`src/rtl/csts_pkg.sv`:
```
// csts_pkg: shared types and constants for the cubic spline tangent sampler
// used by csts_ctrl, csts_datapath and the top level; no dependencies
`timescale 1ns / 1ps
`default_nettype none

package csts_pkg;

	// restoring divider steps for 2^17 / (2d)
	localparam int unsigned DIV_STEPS = 18;
	localparam logic [16:0] T_ONE = 17'h10000;
	localparam logic [6:0] SPP_RESET = 7'd16;

	typedef enum logic [1:0] {
		ST_IDLE,
		ST_DIV,
		ST_RUN,
		ST_DRAIN
	} state_t;

	typedef struct packed {
		logic load_knot;
		logic start_div;
		logic step;
		logic issue;
		logic last;
	} cmd_t;

	typedef struct packed {
		logic div_done;
		logic stall;
		logic pipe_empty;
		logic j_zero;
		logic j_last;
	} status_t;

endpackage

`default_nettype wire

```
`src/rtl/csts_ctrl.sv`:
```
// csts_ctrl: sequencer for one knot (divide, issue samples, drain)
// depends on csts_pkg; drives csts_datapath through cmd_t / status_t
`timescale 1ns / 1ps
`default_nettype none

module csts_ctrl (
	input  wire                  clk,
	input  wire                  arst_n,
	input  wire                  s_tvalid,
	output logic                 s_tready,
	input  wire                  start_curve,
	input  csts_pkg::status_t    status,
	output csts_pkg::cmd_t       cmd
);

	csts_pkg::state_t state_q, state_d;
	logic have_prev_q;
	logic first_done_q;
	logic skip_q;
	logic accept;
	logic segment;

	assign accept  = s_tvalid && s_tready;
	assign segment = !start_curve && have_prev_q;

	always_ff @(posedge clk or negedge arst_n) begin
		if (!arst_n) begin
			state_q      <= csts_pkg::ST_IDLE;
			have_prev_q  <= 1'b0;
			first_done_q <= 1'b0;
			skip_q       <= 1'b0;
		end else begin
			state_q <= state_d;
			if (accept) begin
				have_prev_q  <= 1'b1;
				first_done_q <= segment;
				skip_q       <= first_done_q;
			end
		end
	end

	always_comb begin
		state_d  = state_q;
		s_tready = 1'b0;
		cmd      = '0;
		unique case (state_q)
			csts_pkg::ST_IDLE: begin
				s_tready = 1'b1;
				if (s_tvalid) begin
					cmd.load_knot = 1'b1;
					if (segment) begin
						cmd.start_div = 1'b1;
						state_d       = csts_pkg::ST_DIV;
					end
				end
			end
			csts_pkg::ST_DIV: begin
				if (status.div_done)
					state_d = csts_pkg::ST_RUN;
			end
			csts_pkg::ST_RUN: begin
				if (!status.stall) begin
					cmd.step  = 1'b1;
					// later segments drop the shared knot at j = 0
					cmd.issue = !(status.j_zero && skip_q);
					cmd.last  = status.j_last;
					if (status.j_last)
						state_d = csts_pkg::ST_DRAIN;
				end
			end
			csts_pkg::ST_DRAIN: begin
				if (status.pipe_empty)
					state_d = csts_pkg::ST_IDLE;
			end
			default: state_d = csts_pkg::ST_IDLE;
		endcase
	end

endmodule

`default_nettype wire

```
`config.mk`:
```
export PLATFORM = sky130hd
export DESIGN_NAME = csts_ctrl
export DESIGN_NICKNAME = d
export VERILOG_FILES = /design/src/rtl/csts_pkg.sv /design/src/rtl/csts_ctrl.sv
export SDC_FILE = /design/constraint.sdc
export NUM_CORES = 1
export LEC_CHECK = 0
export BUFFER_PORTS_ARGS = -buffer_cell sky130_fd_sc_hd__buf_2
export CORE_AREA = 4 4 41 43
export CTS_BUF_LIST = sky130_fd_sc_hd__clkbuf_4 sky130_fd_sc_hd__clkbuf_8
export DETAILED_ROUTE_END_ITERATION = 16
export DIE_AREA = 0 0 45 47
export PLACE_DENSITY_LB_ADDON = 0.25
export SETUP_SLACK_MARGIN = 0.15
export SLEW_MARGIN = 10
export SYNTH_ARGS = -nofsm -noshare
export SYNTH_HDL_FRONTEND = slang
export SYNTH_SLANG_ARGS = --single-unit
```
`constraint.sdc`:
```
create_clock -name clk -period 4.1 [get_ports clk]
set_input_delay 0.82 -clock clk [delete_from_list [all_inputs] [get_ports clk]]
set_output_delay 0.82 -clock clk [all_outputs]
set_load 0.005 [all_outputs]
```
After elaboration in Yosys (flattened, before gate mapping)
Index checks and enable logic that the tools add are counted.
- equality and inequality tests: 9
- mux-type cells: 13
- reduce and logical (&&, ||, !) cells: 7
- operators by type and width (kind ; number):
    2-to-1 mux 2 bit ; 8
    != test 2 bit (second input constant) ; 6
    case mux 2 bit (4 select lines) ; 1
    2-to-1 mux 3 bit ; 2
    AND reduction 6 bit ; 1
    == test 2 bit (second input constant) ; 2
    logical AND 1 bit ; 3
    == test 2 x 1 -> 1 bit (second input constant) ; 1
    zero test 1 bit ; 2
    zero test 2 bit ; 1
    2-to-1 mux 1 bit ; 2
- register bits after elaboration: 5
- input bits: 9
- logic and storage cells: 33

Logic depth before layout (Yosys ltp)
- word-level depth: 5
- mapped depth: 5
- mapped depth without buffers: 5

Worst setup path after synthesis
Ideal clock, no wire load.
- path type: input to output
- start point: input port status[3] (netlist bit)
- end point: output port cmd[1] (netlist bit)
- arrival time: 1194 ps
- data required time: 3280 ps
- slack: 2086 ps
- cell stages on the path: 2
- buffers on the path: 0
- cell sequence: nor2b_1 -> a21boi_0
- RTL lines (item ; line ; source):
    start, declared ; csts_ctrl.sv:12 ; input csts_pkg::status_t status,
    end, declared ; csts_ctrl.sv:13 ; output csts_pkg::cmd_t cmd

==> flow_summary.yaml <==
cts:
  clockBufferDepth: 2
  holdBufCountCts: 0
  h-tree-depth: 1
  cts_resized: 0
  cts_tree: "yes"
  cts.sinks: 5
  clk_pin_slew_ns: 0.04
  clk_latency_ns: 0.23
  cts_buffers: 3
  cts_setup_buffers: 0
  cts_root_buf: "clkbuf_4"
route:
  drt-total-wl_um: 588
  via_per_inst: 4.182
  vias: 276
  dr.pass1.iters: 2
  avgRoutedWirePerCell_um: 8.909
  ant_nets: 0
  route.detailed.drc: 0
  first_iter_violations: 2
yosys:
  ys_ff_latch: 5
  syn-num-nets: 49
  syn_inst: 34
  synth_top_cell_by_area: "dfrtp_1"
  synth.most_common_cell: "ha_1"
  synth_warnings: 0
  yosysTopAreaCellShare_pct: 34.97
  synth_cell_types: 17
  synth_top_family_by_area: "adder cells"
  synth_ff_type: "dfrtp_1"
  synth_adder_area_share_pct: 20.98
  ys_seq_area_share_pct: 34.97
  synth_edf_count: 0
  synth_common_cells: "ha_1 (6), dfrtp_1 (5), inv_1 (5)"
  synthArstFlopShare_pct: 100.0
  synthSimpleGateAreaFrac_pct: 14.69
  syn_avg_cell_area_um2: 10.52
  synth-xor-area-share_pct: 0
  muxShareOfSynthArea_pct: 10.14
  synth-compound-area-share_pct: 11.89
  synth.area.top_cells: "dfrtp_1 (35%), ha_1 (21%), inv_1 (5.2%)"
  syn_area_um2: 357.8
cells_and_area:
  drive_gt1_share_pct: 43.14
  diodes: 0
  fin_util_pct: 36.06
  nNetsFinal: 67
  area_delta_synth_final_pct: 31.12
floorplan:
  die_w_um: 45
  dieHeight_um: 47
  rows: 13
  io-pin-count: 15
  dieArea_um2: 2115
  coreArea_um2: 1301
  initial_core_util_pct: 27.50
timing:
  drv_slew: 0
  finalCritPeriodShare_pct: 57.32
  tightest_slew_ns: 0.2479
  min_period_ns: 2.350
  fmax_ghz: 0.4255
  grt_setup_unrepaired: "false"
  setup_ws_ns: 1.750
  timing_hold_violations_final: 0
  clock_skew_ns: 0.0004690
  tns_ns: 0
  finalSetupViolCount: 0
  relSlewSlack_pct: 83.47
  fin_hold_ws_ns: 0.3893
setup_path:
  required_ns: 3.28
  cp-startpoint: "state_q[0]"
  slowest_stage: "dfrtp_1"
  cp-end-kind: "output port"
  crit_fanout: 5
  r2r-start: "state_q[0]"
  critical_path_class: "flip-flop to output port"
  rrSetupSlack_ns: 2.56
  worstPathCellList: "inv_1, ha_1, nand2_1, nor3b_1, buf_2"
  arrival_ns: 1.53
  reg2reg_to: "state_q[1]"
  reg2reg_depth: 5
  crit_path_start_kind: "flip-flop"
  max_stage_delay_ns: 0.40
  critical_path.endpoint: "cmd[3]"
pwr:
  finalPower_uw: 298.7
  leakage_nw: 0.2653
  p_per_area_nw_per_um2: 636.5
  vdd_drop_max_uv: 353.5
run_status:
  outcome: "finished clean"
placed_design:
  place_congestion: 0.6518
  dp_worst_setup_slack_ns: 1.851
  io_buffers: 14
  hpwl_um: 515.2
grt:
  grt_pass1_wl_um: 834
  overflow: 0
  antenna_found_initial: 0
  grt_usage_pct: 5.807
  grt_pass1_vias: 241
  grt_max_degree: 6
hold_path:
  hp-class: "input port to asynchronous set/reset pin"
run:
  maxCapViolations: 0
-- per-stage QoR --
stage,cell area (um2),std cells
2_1_floorplan,357.8,34
3_3_place_gp,439.2,62
3_5_place_dp,439.2,62
4_1_cts,469.2,66
5_1_grt,469.2,66
6_report,469.2,66
-- kinds of logic after synthesis --
family | Yosys count
buf+inv | 6
fa+ha+maj | 6
mux | 3
flops | 5
simple gates | 10
compound gates | 4
-- cell usage in the layout, fill, tap and decap left out --
cell and n:
a21boi_0 1, a21o_1 1, a22oi_2 1, buf_2 14, clkbuf_4 4, dfrtp_1 5, ha_1 6, inv_1 5
mux2_2 1, mux2_4 1, mux2i_1 1, nand2_1 3, nand2b_1 2, nand3b_1 1, nor2_1 2, nor2b_1 1
nor3b_1 1, o2111ai_2 1
-- worst max-delay path: cells and delay by family, from the launching register on --
kind / cells / cell delay [ns]
buffers and inverters: 2 / 0.31
adder cells (fa/ha/maj): 1 / 0.22
flip-flops: 1 / 0.40
AND/OR/NAND/NOR: 2 / 0.38
-- flip-flops by register name, indices dropped and copies added (netlist names) --
name / flops
skip_q: 1
first_done_q: 1
state_q: 2
have_prev_q: 1
-- cell type report --
cell class / count / area (um2)
Multi-Input combinational cell: 23 / 206.4
Inverter: 5 / 18.77
Tap cell: 15 / 18.77
Sequential cell: 5 / 125.1
Timing Repair Buffer: 14 / 70.07
Fill cell: 152 / 832.0
Clock buffer: 4 / 30.03
-- routing by layer --
layer / track usage [%] / vias to the layer above / share of wire (%)
li1: - / 146 / -
met1: 7.193 / 120 / 45
met2: 7.627 / 10 / 43
met3: 1.149 / 0 / 12
met4: 7.018 / 0 / 0
met5: 0 / - / 0
-- power breakdown --
part | internal (mW) | switching, mW
Sequential | 0.0701 | 0.0153
Clock | 0.0432 | 0.0171
Combinational | 0.0819 | 0.0710
Total | 0.195 | 0.103
-- worst min-delay path by stage --
stage	slack, ns	endpoint	start
global placement	0.47	first_done_q	first_done_q
finish	0.39	state_q[0]	arst_n
floorplan	0.45	first_done_q	first_done_q
CTS	0.38	have_prev_q	arst_n
detailed placement	0.47	first_done_q	first_done_q
global route	0.39	state_q[0]	arst_n
Power figures use the tool's default switching activity.
